`src/hdl/sal_pkg.sv`:
```
// Shared constants, types and the arctangent table for the segment angle and length block.
package sal_pkg;

   localparam int COORD_BITS      = 16;
   localparam int COORD_FRAC_BITS = 4;
   localparam int ANGLE_FRAC_BITS = 7;
   localparam int CORDIC_STAGES   = 18;

   localparam int ZSCALE_BITS = 24;
   localparam int GUARD_BITS  = 16;
   localparam int TABLE_LEN   = 30;

   localparam int LEN_W      = COORD_BITS + 1;
   localparam int ANGLE_W    = ANGLE_FRAC_BITS + 9;
   localparam int DIFF_W     = COORD_BITS + 1;
   localparam int SQ_W       = 2 * COORD_BITS + 1;
   localparam int SQRT_STEPS = COORD_BITS + 1;
   localparam int XY_W       = DIFF_W + GUARD_BITS + 3;
   localparam int Z_W        = ZSCALE_BITS + 10;
   localparam int CELL_COUNT = (CORDIC_STAGES > SQRT_STEPS) ? CORDIC_STAGES : SQRT_STEPS;
   localparam int IDX_W      = $clog2(CELL_COUNT);
   localparam int SH_W       = $clog2(SQ_W);
   localparam int ROUND_SH   = ZSCALE_BITS - ANGLE_FRAC_BITS;

   localparam longint HALF_TURN = longint'(180) << ZSCALE_BITS;
   localparam int     ANG_LIM   = 180 << ANGLE_FRAC_BITS;
   localparam int     ANG_RIGHT = 90 << ANGLE_FRAC_BITS;

   localparam logic signed [ANGLE_W-1:0] ANG_RIGHT_POS = ANGLE_W'(ANG_RIGHT);
   localparam logic signed [ANGLE_W-1:0] ANG_RIGHT_NEG = ANGLE_W'(-ANG_RIGHT);
   localparam logic signed [ANGLE_W-1:0] ANG_LIM_POS   = ANGLE_W'(ANG_LIM);
   localparam logic signed [ANGLE_W-1:0] ANG_LIM_NEG   = ANGLE_W'(-ANG_LIM);
   localparam logic [LEN_W-1:0]          PIX_ONE_LEN   = LEN_W'(1 << COORD_FRAC_BITS);

   // atan(2^-i) in degrees, 24 fraction bits
   localparam int ATAN_TAB [TABLE_LEN] = '{
      754974720, 445687602, 235489088, 119537938, 60000934, 30029717,
      15018523, 7509720, 3754917, 1877466, 938734, 469367, 234684,
      117342, 58671, 29335, 14668, 7334, 3667, 1833, 917, 458, 229,
      115, 57, 29, 14, 7, 4, 2
   };

   typedef struct packed {
      logic [COORD_BITS-1:0] first_x;
      logic [COORD_BITS-1:0] first_y;
      logic [COORD_BITS-1:0] second_x;
      logic [COORD_BITS-1:0] second_y;
   } req_type;

   typedef struct packed {
      logic [LEN_W-1:0]          seg_length;
      logic signed [ANGLE_W-1:0] angle_deg;
      logic                      is_vertical;
   } rsp_type;

   // Data handed from cell to cell: rotation vector, angle sum, root, remainder and the vertical flags
   typedef struct packed {
      logic signed [XY_W-1:0] x;
      logic signed [XY_W-1:0] y;
      logic signed [Z_W-1:0]  z;
      logic [SQ_W-1:0]        root;
      logic [SQ_W-1:0]        rem;
      logic                   vert;
      logic                   vert_down;
   } cell_type;

endpackage

```
`src/hdl/sal_front.sv`:
```
// Front end: coordinate differences, squares, sum of squares and the quadrant pre-rotation.
module sal_front import sal_pkg::*; (
   input  logic     clock,
   input  logic     reset,
   input  logic     take,
   input  req_type  req,
   output logic     out_valid,
   output cell_type out_cell
);

   localparam logic signed [DIFF_W-1:0] PIX_ONE = DIFF_W'(1 << COORD_FRAC_BITS);

   logic                        a_valid_ff, b_valid_ff, c_valid_ff;
   logic signed [DIFF_W-1:0]    dx_ff, dy_ff, dx_in, dy_in;
   logic signed [2*DIFF_W-1:0]  prod_x, prod_y;
   logic [2*COORD_BITS-1:0]     sqx_ff, sqy_ff, sqx_in, sqy_in;
   logic signed [XY_W-1:0]      dxg, dyg;
   cell_type                    b_ff, b_in, c_ff, c_in;

   always_comb begin
      dx_in = signed'({1'b0, req.second_x}) - signed'({1'b0, req.first_x});
      dy_in = signed'({1'b0, req.second_y}) - signed'({1'b0, req.first_y});
   end

   always_comb begin
      prod_x = dx_ff * dx_ff;
      prod_y = dy_ff * dy_ff;
      sqx_in = prod_x[2*COORD_BITS-1:0];
      sqy_in = prod_y[2*COORD_BITS-1:0];
      dxg    = XY_W'(dx_ff) <<< GUARD_BITS;
      dyg    = XY_W'(dy_ff) <<< GUARD_BITS;
      b_in           = '0;
      b_in.vert      = (dx_ff > -PIX_ONE) && (dx_ff < PIX_ONE);
      b_in.vert_down = dy_ff > 0;
      // fold the left half-plane onto the right, starting from a half turn
      if (dx_ff < 0) begin
         b_in.x = -dxg;
         b_in.y = dyg;
         b_in.z = (dy_ff <= 0) ? Z_W'(HALF_TURN) : -Z_W'(HALF_TURN);
      end else begin
         b_in.x = dxg;
         b_in.y = -dyg;
         b_in.z = '0;
      end
   end

   always_comb begin
      c_in      = b_ff;
      c_in.root = '0;
      c_in.rem  = SQ_W'(sqx_ff) + SQ_W'(sqy_ff);
   end

   always_ff @(posedge clock) begin
      if (reset) begin
         a_valid_ff <= 1'b0;
         b_valid_ff <= 1'b0;
         c_valid_ff <= 1'b0;
      end else begin
         a_valid_ff <= take;
         b_valid_ff <= a_valid_ff;
         c_valid_ff <= b_valid_ff;
      end
   end

   always_ff @(posedge clock) begin
      dx_ff  <= dx_in;
      dy_ff  <= dy_in;
      sqx_ff <= sqx_in;
      sqy_ff <= sqy_in;
      b_ff   <= b_in;
      c_ff   <= c_in;
   end

   assign out_valid = c_valid_ff;
   assign out_cell  = c_ff;

endmodule

```
`config.mk`:
```
export PLATFORM = sky130hd
export DESIGN_NAME = sal_front
export DESIGN_NICKNAME = d
export VERILOG_FILES = /design/src/hdl/sal_pkg.sv /design/src/hdl/sal_front.sv
export SDC_FILE = /design/constraint.sdc
export NUM_CORES = 2
export LEC_CHECK = 0
export BUFFER_PORTS_ARGS = -buffer_cell sky130_fd_sc_hd__clkbuf_2
export CAP_MARGIN = 25
export CORE_ASPECT_RATIO = 0.5
export CORE_UTILIZATION = 55
export DETAILED_ROUTE_END_ITERATION = 10
export HOLD_SLACK_MARGIN = 0.03
export PLACE_DENSITY_LB_ADDON = 0.12
export SKIP_LAST_GASP = 1
export SLEW_MARGIN = 20
export SYNTH_ARGS = -nofsm -noshare
export SYNTH_HDL_FRONTEND = slang
export SYNTH_SLANG_ARGS = --single-unit
```
`constraint.sdc`:
```
create_clock -name clock -period 7.5 [get_ports clock]
set_clock_uncertainty 0.15 [all_clocks]
set_input_delay 0.375 -clock clock [delete_from_list [all_inputs] [get_ports clock]]
set_output_delay 0.375 -clock clock [all_outputs]
set_load 0.02 [all_outputs]
```
==> metrics.md <==
| Metric | Value |
|---|---|
| WS Path Type | flip-flop to flip-flop |
| Sink Count | 220 |
| R2R setup slack | 560 ps |
| Initial drt markers | 945 |
| Commonest non-fill, non-tap cell in the layout | inv_1 |
| Die extent in x | 319 µm |
| Status | completed |
| Vias | 18,289 |
| Setup TNS | 0 ps |
| Leading cell types in the layout, fill and taps excluded | inv_1, fa_1, ha_1 |
| I/O Pins | 242 |
| Max Root-Sink Buffers | 3 |
| Clk root buf | clkbuf_16 |
| Initial antenna violation count | 1 |
| Final Slew Violations | 0 |
| Die Footprint | 0.0513 mm² |
| Tightest Pin Transition | 904 ps |
| Vias in the first global route | 19,008 |
| Port Buf Inserts | 150 |
| Register Area | 0.00441 mm² |
| Synth top area cells | fa_1, dfxtp_1, ha_1, inv_1, xnor2_1 |
| Initial DRT Pass Iterations | 8 |
| Peak fanout along the critical path | 13 |
| CP required | 7790 ps |
| Max Cap Violations | 0 |
| Routability Congestion | 0.903 |
| Worst setup SP type | flip-flop |
| PostCTS Resize Cnt | 0 |
| Post-Syn Instances | 2,911 |
| Hold_sp | req[10] |
| Footprint of the multi-input gates | 0.0199 mm² |
| Crit end category | flip-flop |
| Vias per cell | 4.90 |
| Max transition margin | 39.7% |
| Fin. Hold Viols | 0 |
| CTS tree | built |
| Fillers | 4,304 |
| Met3 Use GR | 4.55% |
| Synthesis-to-finish area growth | 7.92% |
| Fraction of layout cells with a size suffix above 1 | 8.73% |
| Post-synth EDFFs | 0 |
| Met1 usage | 35.0% |
| First-pass GRT wire length | 97,800 µm |
| Post-CTS setup buffers | 0 |
| Final setup vio count | 0 |
| Core area | 0.0491 mm² |
| GRT busiest layer | met2 |
| Cts-stage hold buffer count | 14 |
| Post-DRT Antenna Nets | 0 |
| Average cell area after synthesis | 9.51 µm² |
| Routed len/inst | 15.6 µm |
| Ys async rst share | 0% |
| M2 GR Usage | 37.1% |
| Antenna fix cells | 0 |
| Num CTS Buffers | 24 |
| Htree depth | 1 |
| Site row count | 57 |
| DP Wirelength | 48,900 µm |
| Max Fclk | 0.144 GHz |
| Minimum clock period | 6940 ps |
| Total GRT Usage | 23.9% |
| Post-synth top area share | 37.3% |
| Clock latency on the worst-skew pair | 570 ps |
| Total number of yosys warnings | 0 |
| Critical path data arrival time | 7230 ps |
| Die H | 161 µm |
| Period utilization | 92.5% |
| Worst Hold Class | input port to flip-flop |
| Final wirelength | 58,100 µm |
| Overflow after GRT | 0 |
| Clock-pin slew on the worst setup and hold paths | 60 ps |
| Dominant cell type by area after synthesis | fa_1 |
| Mapped Area | 0.0277 mm² |
| Critical R2R Launch | dy_ff[10] |
| Starting density of the core | 56.4% |
| Primary FF master, synth | dfxtp_1 |
| Pin count of the biggest net entering global routing | 38 |
| Unrepaired setup endpoints after global routing | false |
| Yosys cell types | 81 |
| Residual DRC | 0 |
| Yosys reg bits | 220 |
| Fin nets | 3,887 |
| Post-synthesis sequential area ratio | 15.9% |
| First element of the critical path | dy_ff[10] |
flip-flops by register name (all words and copies together), names as in the netlist:
register and count:
sqx_ff 31, b_ff 43, dx_ff 17, sqy_ff 31, out_valid 1, a_valid_ff 1
out_cell 78, dy_ff 17, b_valid_ff 1
synthesized netlist by cell type, types with 5 or more instances:
cell      number
nand2b_1      17
or3_1          7
a21oi_1       73
o31ai_1        8
o21a_1        16
a31o_2         5
fa_1         516
xnor2_1      130
and2_1        90
inv_1        736
xor2_1        37
ha_1         238
nand2_1      211
a31oi_1       16
nor2b_1       27
clkbuf_1      57
nor3_1        30
a211oi_1       6
o21ai_0       48
nor4_1         8
o21ai_1        9
a21o_1        36
and3_1         7
nand3_1       17
or2_2          7
o41ai_1        6
buf_1          9
dfxtp_1      220
nor2_1       132
buf_4         96
critical path, stage by stage, from the launching register on:
cell and delay (ps):
dfxtp_1 650, inv_1 330, nor2_1 250, inv_1 90, fa_1 500, fa_1 440
fa_1 540, inv_1 50, fa_1 460, fa_1 540, inv_1 50, fa_1 520
inv_1 40, ha_1 350, a21oi_1 240, o21ai_1 130, nor4_1 260, a211oi_2 160
a31o_4 300, a221oi_4 280, o311ai_1 160, a31oi_1 230, xnor2_1 80
cell families (layout without fill, tap and decap cells):
group,count (synthesis),count (layout),synth area share [%]
buffers and inverters,907,985,13.6
adder cells (fa/ha/maj),754,754,48.1
AO/OA/AOI/OAI,278,278,6.90
other,1,94,0.0135
XOR/XNOR,167,167,5.28
flip-flops,220,220,15.9
multiplexers,5,5,0.194
AND/OR/NAND/NOR,579,579,10.0
layer usage:
metal	wire length (µm)	up-vias	share of wire, %
met5	11	-	0.019
met4	1170	2	2.0
met3	3600	65	6.2
met2	25800	486	44
met1	27500	8869	47
li1	-	8867	-
path summary, 6_finish.rpt:
path,endpoint,cells past startpoint
setup / recovery,sqy_ff[31],22
hold / removal,dy_ff[10],3
setup reg to reg,sqy_ff[31],22
hold reg to reg,out_cell[165],0
through the flow:
stage / worst slack [ps] / util [%] / hold WS (ps) / cell area [µm²] / instances
floorplan: 1060 / - / 160 / 28000 / 3004
global placement: 785 / 58.9 / 160 / 28900 / 3675
detailed placement: 573 / 58.9 / 162 / 28900 / 3675
CTS: 562 / 60.9 / 30.6 / 29900 / 3731
global route: 202 / 60.9 / 51.4 / 29900 / 3731
finish: 562 / 60.9 / 52.3 / 29900 / 3731
final cells by class:
class / count / area share [%]
well taps: 649 / 2.72
clock buffers: 29 / 2.21
inverters: 744 / 9.35
flip-flops and latches: 220 / 14.7
repair buffers: 199 / 3.86
clock inverters: 13 / 0.632
multi-input cells: 1877 / 66.5
Power is not shown: default switching activity piles up to over one toggle a cycle in this logic, so the estimate is an artifact.
