**src/hdl/sal_pkg.sv**
```systemverilog
// Shared constants, types and the arctangent table for the segment angle and length block.
package sal_pkg;

   localparam int COORD_BITS      = 16;
   localparam int COORD_FRAC_BITS = 4;
   localparam int ANGLE_FRAC_BITS = 7;
   localparam int CORDIC_STAGES   = 18;

   localparam int ZSCALE_BITS = 24;
   localparam int GUARD_BITS  = 16;
   localparam int TABLE_LEN   = 30;

   localparam int LEN_W      = COORD_BITS + 1;
   localparam int ANGLE_W    = ANGLE_FRAC_BITS + 9;
   localparam int DIFF_W     = COORD_BITS + 1;
   localparam int SQ_W       = 2 * COORD_BITS + 1;
   localparam int SQRT_STEPS = COORD_BITS + 1;
   localparam int XY_W       = DIFF_W + GUARD_BITS + 3;
   localparam int Z_W        = ZSCALE_BITS + 10;
   localparam int CELL_COUNT = (CORDIC_STAGES > SQRT_STEPS) ? CORDIC_STAGES : SQRT_STEPS;
   localparam int IDX_W      = $clog2(CELL_COUNT);
   localparam int SH_W       = $clog2(SQ_W);
   localparam int ROUND_SH   = ZSCALE_BITS - ANGLE_FRAC_BITS;

   localparam longint HALF_TURN = longint'(180) << ZSCALE_BITS;
   localparam int     ANG_LIM   = 180 << ANGLE_FRAC_BITS;
   localparam int     ANG_RIGHT = 90 << ANGLE_FRAC_BITS;

   localparam logic signed [ANGLE_W-1:0] ANG_RIGHT_POS = ANGLE_W'(ANG_RIGHT);
   localparam logic signed [ANGLE_W-1:0] ANG_RIGHT_NEG = ANGLE_W'(-ANG_RIGHT);
   localparam logic signed [ANGLE_W-1:0] ANG_LIM_POS   = ANGLE_W'(ANG_LIM);
   localparam logic signed [ANGLE_W-1:0] ANG_LIM_NEG   = ANGLE_W'(-ANG_LIM);
   localparam logic [LEN_W-1:0]          PIX_ONE_LEN   = LEN_W'(1 << COORD_FRAC_BITS);

   // atan(2^-i) in degrees, 24 fraction bits
   localparam int ATAN_TAB [TABLE_LEN] = '{
      754974720, 445687602, 235489088, 119537938, 60000934, 30029717,
      15018523, 7509720, 3754917, 1877466, 938734, 469367, 234684,
      117342, 58671, 29335, 14668, 7334, 3667, 1833, 917, 458, 229,
      115, 57, 29, 14, 7, 4, 2
   };

   typedef struct packed {
      logic [COORD_BITS-1:0] first_x;
      logic [COORD_BITS-1:0] first_y;
      logic [COORD_BITS-1:0] second_x;
      logic [COORD_BITS-1:0] second_y;
   } req_type;

   typedef struct packed {
      logic [LEN_W-1:0]          seg_length;
      logic signed [ANGLE_W-1:0] angle_deg;
      logic                      is_vertical;
   } rsp_type;

   // Data handed from cell to cell: rotation vector, angle sum, root, remainder and the vertical flags
   typedef struct packed {
      logic signed [XY_W-1:0] x;
      logic signed [XY_W-1:0] y;
      logic signed [Z_W-1:0]  z;
      logic [SQ_W-1:0]        root;
      logic [SQ_W-1:0]        rem;
      logic                   vert;
      logic                   vert_down;
   } cell_type;

endpackage

```
**src/hdl/sal_cell.sv**
```systemverilog
// One cell of the chain: a CORDIC vectoring step and, where idx is below SQRT_STEPS, one digit of the square root.
module sal_cell import sal_pkg::*; (
   input  logic             clock,
   input  logic             reset,
   input  logic [IDX_W-1:0] idx,
   input  logic             in_valid,
   input  cell_type         in_cell,
   output logic             out_valid,
   output cell_type         out_cell
);

   logic                   valid_ff;
   cell_type               cell_ff, cell_in;
   logic                   rot_on, sq_on;
   logic signed [XY_W-1:0] xs, ys;
   logic signed [Z_W-1:0]  at;
   logic [SH_W-1:0]        bit_sh;
   logic [SQ_W-1:0]        bit_v;
   logic [SQ_W:0]          trial;

   always_comb begin
      rot_on = int'(idx) < CORDIC_STAGES;
      sq_on  = int'(idx) < SQRT_STEPS;
      xs     = in_cell.x >>> idx;
      ys     = in_cell.y >>> idx;
      at     = rot_on ? Z_W'(ATAN_TAB[idx]) : '0;
      bit_sh = sq_on ? SH_W'(2 * (SQRT_STEPS - 1 - int'(idx))) : '0;
      bit_v  = SQ_W'(1) << bit_sh;
      trial  = {1'b0, in_cell.root} + {1'b0, bit_v};
      cell_in = in_cell;
      if (rot_on) begin
         if (!in_cell.y[XY_W-1]) begin
            cell_in.x = in_cell.x + ys;
            cell_in.y = in_cell.y - xs;
            cell_in.z = in_cell.z + at;
         end else begin
            cell_in.x = in_cell.x - ys;
            cell_in.y = in_cell.y + xs;
            cell_in.z = in_cell.z - at;
         end
      end
      if (sq_on) begin
         if ({1'b0, in_cell.rem} >= trial) begin
            cell_in.rem  = in_cell.rem - trial[SQ_W-1:0];
            cell_in.root = (in_cell.root >> 1) + bit_v;
         end else begin
            cell_in.root = in_cell.root >> 1;
         end
      end
   end

   always_ff @(posedge clock) begin
      if (reset) begin
         valid_ff <= 1'b0;
      end else begin
         valid_ff <= in_valid;
      end
   end

   always_ff @(posedge clock) begin
      cell_ff <= cell_in;
   end

   assign out_valid = valid_ff;
   assign out_cell  = cell_ff;

endmodule

```
**config.mk**
```make
export PLATFORM = sky130hd
export DESIGN_NAME = sal_cell
export DESIGN_NICKNAME = d
export VERILOG_FILES = /design/src/hdl/sal_pkg.sv /design/src/hdl/sal_cell.sv
export SDC_FILE = /design/constraint.sdc
export NUM_CORES = 1
export LEC_CHECK = 0
export ABC_AREA = 1
export BUFFER_PORTS_ARGS = -buffer_cell sky130_fd_sc_hd__clkbuf_2
export CAP_MARGIN = 15
export CORE_MARGIN = 1
export CORE_UTILIZATION = 54
export CTS_BUF_LIST = sky130_fd_sc_hd__clkbuf_16
export CTS_CLUSTER_DIAMETER = 30
export DETAILED_ROUTE_END_ITERATION = 16
export PLACE_DENSITY = 0.79
export SYNTH_ARGS = -nofsm -noshare
export SYNTH_HDL_FRONTEND = slang
export SYNTH_SLANG_ARGS = --single-unit
```
**constraint.sdc**
```tcl
create_clock -name clock -period 6 [get_ports clock]
set_clock_uncertainty 0.05 [all_clocks]
set_input_delay 0.9 -clock clock [delete_from_list [all_inputs] [get_ports clock]]
set_output_delay 0.9 -clock clock [all_outputs]
set_load 0.01 [all_outputs]
```
==> results of run 1 <==
## kinds of logic after synthesis
logic type / synth area share [%]
buf+inv: 9.05
simple gates: 43.1
fa+ha+maj: 9.86
compound gates: 15.3
xor+xnor: 7.96
flops: 14.8
## metrics by stage
| stage | instance area, um2 | util [%] | hold WS, ps | TNS, ps | power (mW) |
|---|---|---|---|---|---|
| 6_report | 26900 | 62.3 | 442 | 0 | 5.94 |
| 5_1_grt | 26900 | 62.3 | 432 | -56.0 | 6.34 |
| 4_1_cts | 26800 | 62.2 | 410 | 0 | 5.89 |
| 3_5_place_dp | 26300 | 60.8 | 955 | -1370 | 4.73 |
| 3_3_place_gp | 26300 | 60.8 | 953 | -246 | 4.72 |
| 2_1_floorplan | 23700 | - | 878 | 0 | 3.65 |
## layout make-up
| type | count | area share, % |
|---|---|---|
| repair buffers | 446 | 9.50 |
| clock buffers | 17 | 1.58 |
| clock inverters | 14 | 0.540 |
| flip-flops and latches | 175 | 13.0 |
| inverters | 391 | 5.48 |
| multi-input cells | 3471 | 67.1 |
| well taps | 585 | 2.72 |
## cell usage in the layout (no fill, tap or decap), types with 18 or more instances in the layout
cell       netlist  layout
a21o_1          26      26
or2_2           32      32
dfxtp_1        175     175
nand4_1         42      42
xnor2_1         82      82
nand2_1       1379    1377
nand3_1        550     550
a31oi_1         25      25
nor2_1         332     327
o21ai_1         52      51
a21oi_1        208     208
buf_4           12      82
xor2_1         133     133
nor3_1          48      48
clkbuf_2         0     356
inv_1          376     376
clkbuf_16        0      18
ha_1           180     180
o21ai_0        237     237
## cells in the mapped netlist (all sizes together), types with 43 or more instances
| cell | count | area, um2 |
|---|---|---|
| ha | 180 | 2250 |
| nand3 | 553 | 2780 |
| nor2 | 341 | 1310 |
| inv | 389 | 1460 |
| nor3 | 50 | 267 |
| xnor2 | 82 | 718 |
| dfxtp | 175 | 3500 |
| nand2 | 1385 | 5210 |
| clkbuf | 47 | 176 |
| xor2 | 133 | 1160 |
| buf | 88 | 493 |
| a21oi | 208 | 1040 |
| nand4 | 43 | 275 |
| o21ai | 293 | 1490 |
## state kept, by name (all words and copies together) (netlist names)
name,count
out_cell,174
out_valid,1
## power breakdown
part	internal (mW)	switching, mW
Sequential	1.41	0.0753
Clock	0.607	0.535
Combinational	1.18	2.13
## final timing paths
path	start	end	slack, ps	cells past startpoint
min	in_cell[0]	out_cell[0]	440	1
max	idx[1]	out_cell[27]	350	31
## routing by layer
metal,GRT usage [%],vias up
li1,-,14500
met1,46.4,13200
met2,69.2,1439
met3,6.17,353
met4,27.0,4
met5,0,-
## what timing repair did
action,CTS,global route
resized for setup,0,8
endpoints found under the setup margin,0,65
endpoints found under the hold margin,0,0
==> results_dict.tcl, run 1 <==
set metrics [dict create \
    io_buffers 356 \
    post_drt_wl_per_cell_um 18.1 \
    yosys_warnings 0 \
    place_inst 5067 \
    placementRows 76 \
    dr.pass1.iters 9 \
    drive_above_1_share_pct 12.4 \
    dieArea_um2 44700 \
    ff_latch_area_um2 3500 \
    max-slew-margin-rel_pct 43.7 \
    synth_edf_count 0 \
    die-height_um 211 \
    route.detailed.drc 0 \
    htree_levels 4 \
    cts_setup_buffers 0 \
    worst_setup_path_start_kind "input port" \
    postCtsHoldBufs 0 \
    cpMaxStageDelayCell "nor3_1" \
    syn_area_um2 23700 \
    maxSlewViolCount 0 \
    vias 29500 \
    area_delta_synth_final_pct 13.6 \
    track_usage_pct 40.4 \
    status "finished, final reports clean" \
    multi_input_area_um2 18100 \
    first_global_vias 26800 \
    path_class "input port to register" \
    place.gp.congestion 1.07 \
    postRouteAntennaNets 0 \
    synth_ff_type "dfxtp_1" \
    antenna_found_initial 2 \
    cts_buffer_depth 2 \
    clk_transition_reported_paths_ps 70 \
    vdd_drop_max_mv 0.208 \
    highest_layer "met5" \
    dp_hpwl_um 75300 \
    antenna_cells 0 \
    cts_buffers 17 \
    worstPathRequired_ps 6360 \
    hold_class "input port to register" \
    fin_cells 5099 \
    routed_via_density 5.78 \
    timing.final.ws_setup_ps 346 \
    hold_viol_final 0 \
    cpPeakStageDelay_ps 410 \
    tightest_slew_ps 835 \
    initial_core_util_pct 54.8 \
    min_period_ps 5650 \
    power_density_nw_per_um2 221 \
    yosysSeqAreaShare_pct 14.8 \
    max_freq_ghz 0.177 \
    syn_nets 4538 \
    gr-total-overflow 0 \
    clock_sinks 175 \
    crit_fanout 27 \
    cp-end-kind "register" \
    postSynthCellCount 4172 \
    path_delay_family "simple AND/OR/NAND/NOR gates" \
    synth_area_per_cell_um2 5.67 \
    path_common_cell "nand2_1" \
    fill_cells 4564 \
    coreArea_um2 43200 \
    async_flop_share_pct 0 \
    cts_tree "built" \
    finalCritPeriodShare_pct 94.2 \
    power.static_leakage_nw 14.0 \
    dr_wl_met2_um 43600 \
    grt_pass1_wl_um 141000 \
    finalNetCount 4868 \
    root_buffer "clkbuf_16" \
    io-pin-count 357 \
    wl_met3_um 6520 \
    drtIter0Drc 2721 \
    routed_wl_um 92200 \
    die_w_um 211 \
    met1Wirelength_um 35700 \
    synth-seq-cells 175 \
    setup_viol 0 \
    synth_cell_types 55 \
    max-cap-violations 0 \
    place_ws_ps -95.5 \
    arrival_ps 6010 \
    worstPathBufferInverterCount 9 \
    grt_max_degree 93 \
]
Power figures use the tool's default switching activity.
==> run 2: changes to the inputs <==
--- a/config.mk
+++ b/config.mk
@@ -5,15 +5,14 @@
 export SDC_FILE = /design/constraint.sdc
 export NUM_CORES = 1
 export LEC_CHECK = 0
-export ABC_AREA = 1
 export BUFFER_PORTS_ARGS = -buffer_cell sky130_fd_sc_hd__clkbuf_2
 export CAP_MARGIN = 15
 export CORE_MARGIN = 1
-export CORE_UTILIZATION = 54
+export CORE_UTILIZATION = 45
 export CTS_BUF_LIST = sky130_fd_sc_hd__clkbuf_16
 export CTS_CLUSTER_DIAMETER = 30
 export DETAILED_ROUTE_END_ITERATION = 16
-export PLACE_DENSITY = 0.79
+export PLACE_DENSITY = 0.68
 export SYNTH_ARGS = -nofsm -noshare
 export SYNTH_HDL_FRONTEND = slang
 export SYNTH_SLANG_ARGS = --single-unit
==> constraint.sdc (replaced) <==
create_clock -name clock -period 6 [get_ports clock]
set_clock_uncertainty 0.05 [all_clocks]
set_input_delay 0.9 -clock clock [delete_from_list [all_inputs] [get_ports clock]]
set_output_delay 0.9 -clock clock [all_outputs]
set_load 0.005 [all_outputs]
==> run 2 against run 1 <==
  * The run now ends with negative setup slack left
  * Power grew 18%
  * Die area grew 13%
  * Combinational power grew 29%
==> results_dict.tcl, run 2 <==
set metrics [dict create \
    cts_tree "built" \
    syn_nets 3304 \
    initial_core_util_pct 45.7 \
    yosys.area.top_type_share_pct 15.7 \
    finalNetCount 4440 \
    synth_compound_area_share_pct 26.9 \
    fin_cells 4753 \
    fill_cells 4187 \
    power_density_nw_per_um2 209 \
    area_delta_synth_final_pct 49.1 \
    cts_buffers 17 \
    drive_above_1_share_pct 40.7 \
    cp-end-kind "register" \
    syn_area_um2 22400 \
    track_usage_pct 38.5 \
    largest_reg_flops 174 \
    worstPathRequired_ps 6300 \
    die-height_um 225 \
    rsz0062_at_grt "yes" \
    maxSlewViolCount 0 \
    synth_ff_type "dfxtp_1" \
    violations "negative setup slack" \
    crit_fanout 5 \
    path_delay_family "compound AO/OA/AOI/OAI gates" \
    cts_buffer_depth 2 \
    arrival_ps 6440 \
    finalCritPeriodShare_pct 102 \
    path_class "input port to register" \
    crit_start "idx[0]" \
    synth-seq-cells 175 \
    htree_levels 4 \
    io_buffers 356 \
    hp-start "in_cell[0]" \
    multi_input_area_um2 19000 \
    dp_hpwl_um 80700 \
    vias 28500 \
    clk_transition_reported_paths_ps 80 \
    min_period_ps 6140 \
    hold_viol_final 0 \
    place.gp.congestion 1.05 \
    holdWs_ps 436 \
    synth_cell_types 95 \
    synthSimpleGateAreaFrac_pct 20.0 \
    cpPeakStageDelay_ps 470 \
    place_area_um2 31300 \
    muxShareOfSynthArea_pct 12.4 \
    hold_class "input port to register" \
    io-pin-count 357 \
    route.detailed.drc 0 \
    routed_via_density 5.99 \
    mostFrequentLayoutCell "buf_4" \
    setup_viol 59 \
    tightest_slew_ps 984 \
    synth_area_per_cell_um2 7.62 \
    antenna_found_initial 2 \
    final_cell_mix "894 x buf_4, 350 x clkbuf_2, 303 x nand2_1" \
    worstPathBufferInverterCount 6 \
    yosysSeqAreaShare_pct 15.7 \
    root_buffer "clkbuf_16" \
    ys_top_cells_by_count "339 x nand2_1, 266 x a21oi_1, 266 x nor2_1, 222 x o21ai_0, 180 x ha_1" \
    grt_pass1_wl_um 152000 \
    gr-total-overflow 0 \
    clock_sinks 175 \
    synth_edf_count 0 \
    dieArea_um2 50600 \
    yosys_warnings 0 \
    die_w_um 225 \
    synth_largest_area_cell "dfxtp_1" \
    setup_tns_ps -2960 \
    postRouteAntennaNets 0 \
    max-cap-violations 0 \
    place_inst 4673 \
    worst_setup_path_start_kind "input port" \
    max_freq_ghz 0.163 \
    postSynthCellCount 2938 \
    place_ws_ps -839 \
    routed_wl_um 102000 \
    dr.pass1.iters 8 \
    async_flop_share_pct 0 \
    power.static_leakage_nw 15.7 \
    post_drt_wl_per_cell_um 21.4 \
    synth-xor-area-share_pct 9.86 \
    first_global_vias 27200 \
    drtIter0Drc 2688 \
    status "finished with violations" \
    synth_most_common_cell "nand2_1" \
    placementRows 81 \
    fin_area_um2 33400 \
    synthAdderAreaFrac_pct 10.6 \
    ff_latch_area_um2 3500 \
    cpMaxStageDelayCell "or4_4" \
    synth_top_family_by_area "compound AO/OA/AOI/OAI gates" \
    vdd_drop_max_mv 0.175 \
    grt_max_degree 98 \
    timing.final.ws_setup_ps -135 \
    coreArea_um2 49000 \
    max-slew-margin-rel_pct 34.4 \
    synthTopCellsByArea "dfxtp_1 16%, ha_1 10%, mux4_2 7.1%, a21oi_1 5.9%, nand2_1 5.7%" \
    path_common_cell "ha_4" \
]
==> run 2: cell count changes after synthesis, sizes merged, moves of 40 or more <==
cell	delta
nor2	-75
o21ai	-67
nand3	-493
a211oi	+43
inv	-333
mux4	+71
mux2	+40
a21oi	+58
nand2b	+50
xnor2	+46
a21o	+50
clkbuf	+51
mux2i	+73
nand2	-1046
==> run 2: report_power, final <==
part / switching (mW) / internal [mW] / total (mW)
Combinational: 2.18 / 2.09 / 4.27
Clock: 0.597 / 0.626 / 1.22
Sequential: 0.0791 / 1.41 / 1.49
Total: 2.86 / 4.12 / 6.98
==> run 2: layer usage <==
metal / track usage [%] / vias to the layer above / wire length, um
li1: - / 13200 / -
met2: 61.0 / 1419 / 45900
met1: 52.3 / 13600 / 43500
met4: 15.0 / 0 / 3790
met5: 0 / - / 0
met3: 6.02 / 216 / 8530
==> run 2: worst paths after layout <==
| path | endpoint | slack [ps] | depth (start not counted) |
|---|---|---|---|
| setup / recovery | out_cell[45] | -140 | 34 |
| hold / removal | out_cell[0] | 440 | 1 |
==> run 2: cell type report <==
class / count / share of cell area (%)
well taps: 664 / 2.49
clock buffers: 17 / 1.28
repair buffers: 1288 / 27.7
multi-input cells: 2532 / 56.8
flip-flops and latches: 175 / 10.5
clock inverters: 15 / 0.506
diodes: 2 / 0.0150
inverters: 60 / 0.746
==> run 2: cells by family (layout without fill, tap and decap cells) <==
group | Yosys count | in the layout
and+or+nand+nor | 959 | 960
xor gates and xnor gates | 252 | 252
DFF | 175 | 175
buffers and inverters | 232 | 1380
AOI/OAI and AO/OA | 948 | 948
adders and majority gates | 188 | 188
muxes | 184 | 184
other | 0 | 2
==> run 2: stage by stage <==
stage	power, mW	util (%)
after CTS	6.72	65.7
after global placement	5.33	63.8
final	6.98	68.2
after detailed placement	5.43	63.8
after floorplan	3.55	-
after global routing	7.37	68.2
==> run 2: repair_timing <==
item | CTS | global route
resized for setup | 36 | 228
gates cloned | 2 | 8
endpoints found under the setup margin | 78 | 93
pin swaps | 12 | 68
setup buffers | 10 | 27
hold buffers | 0 | 0
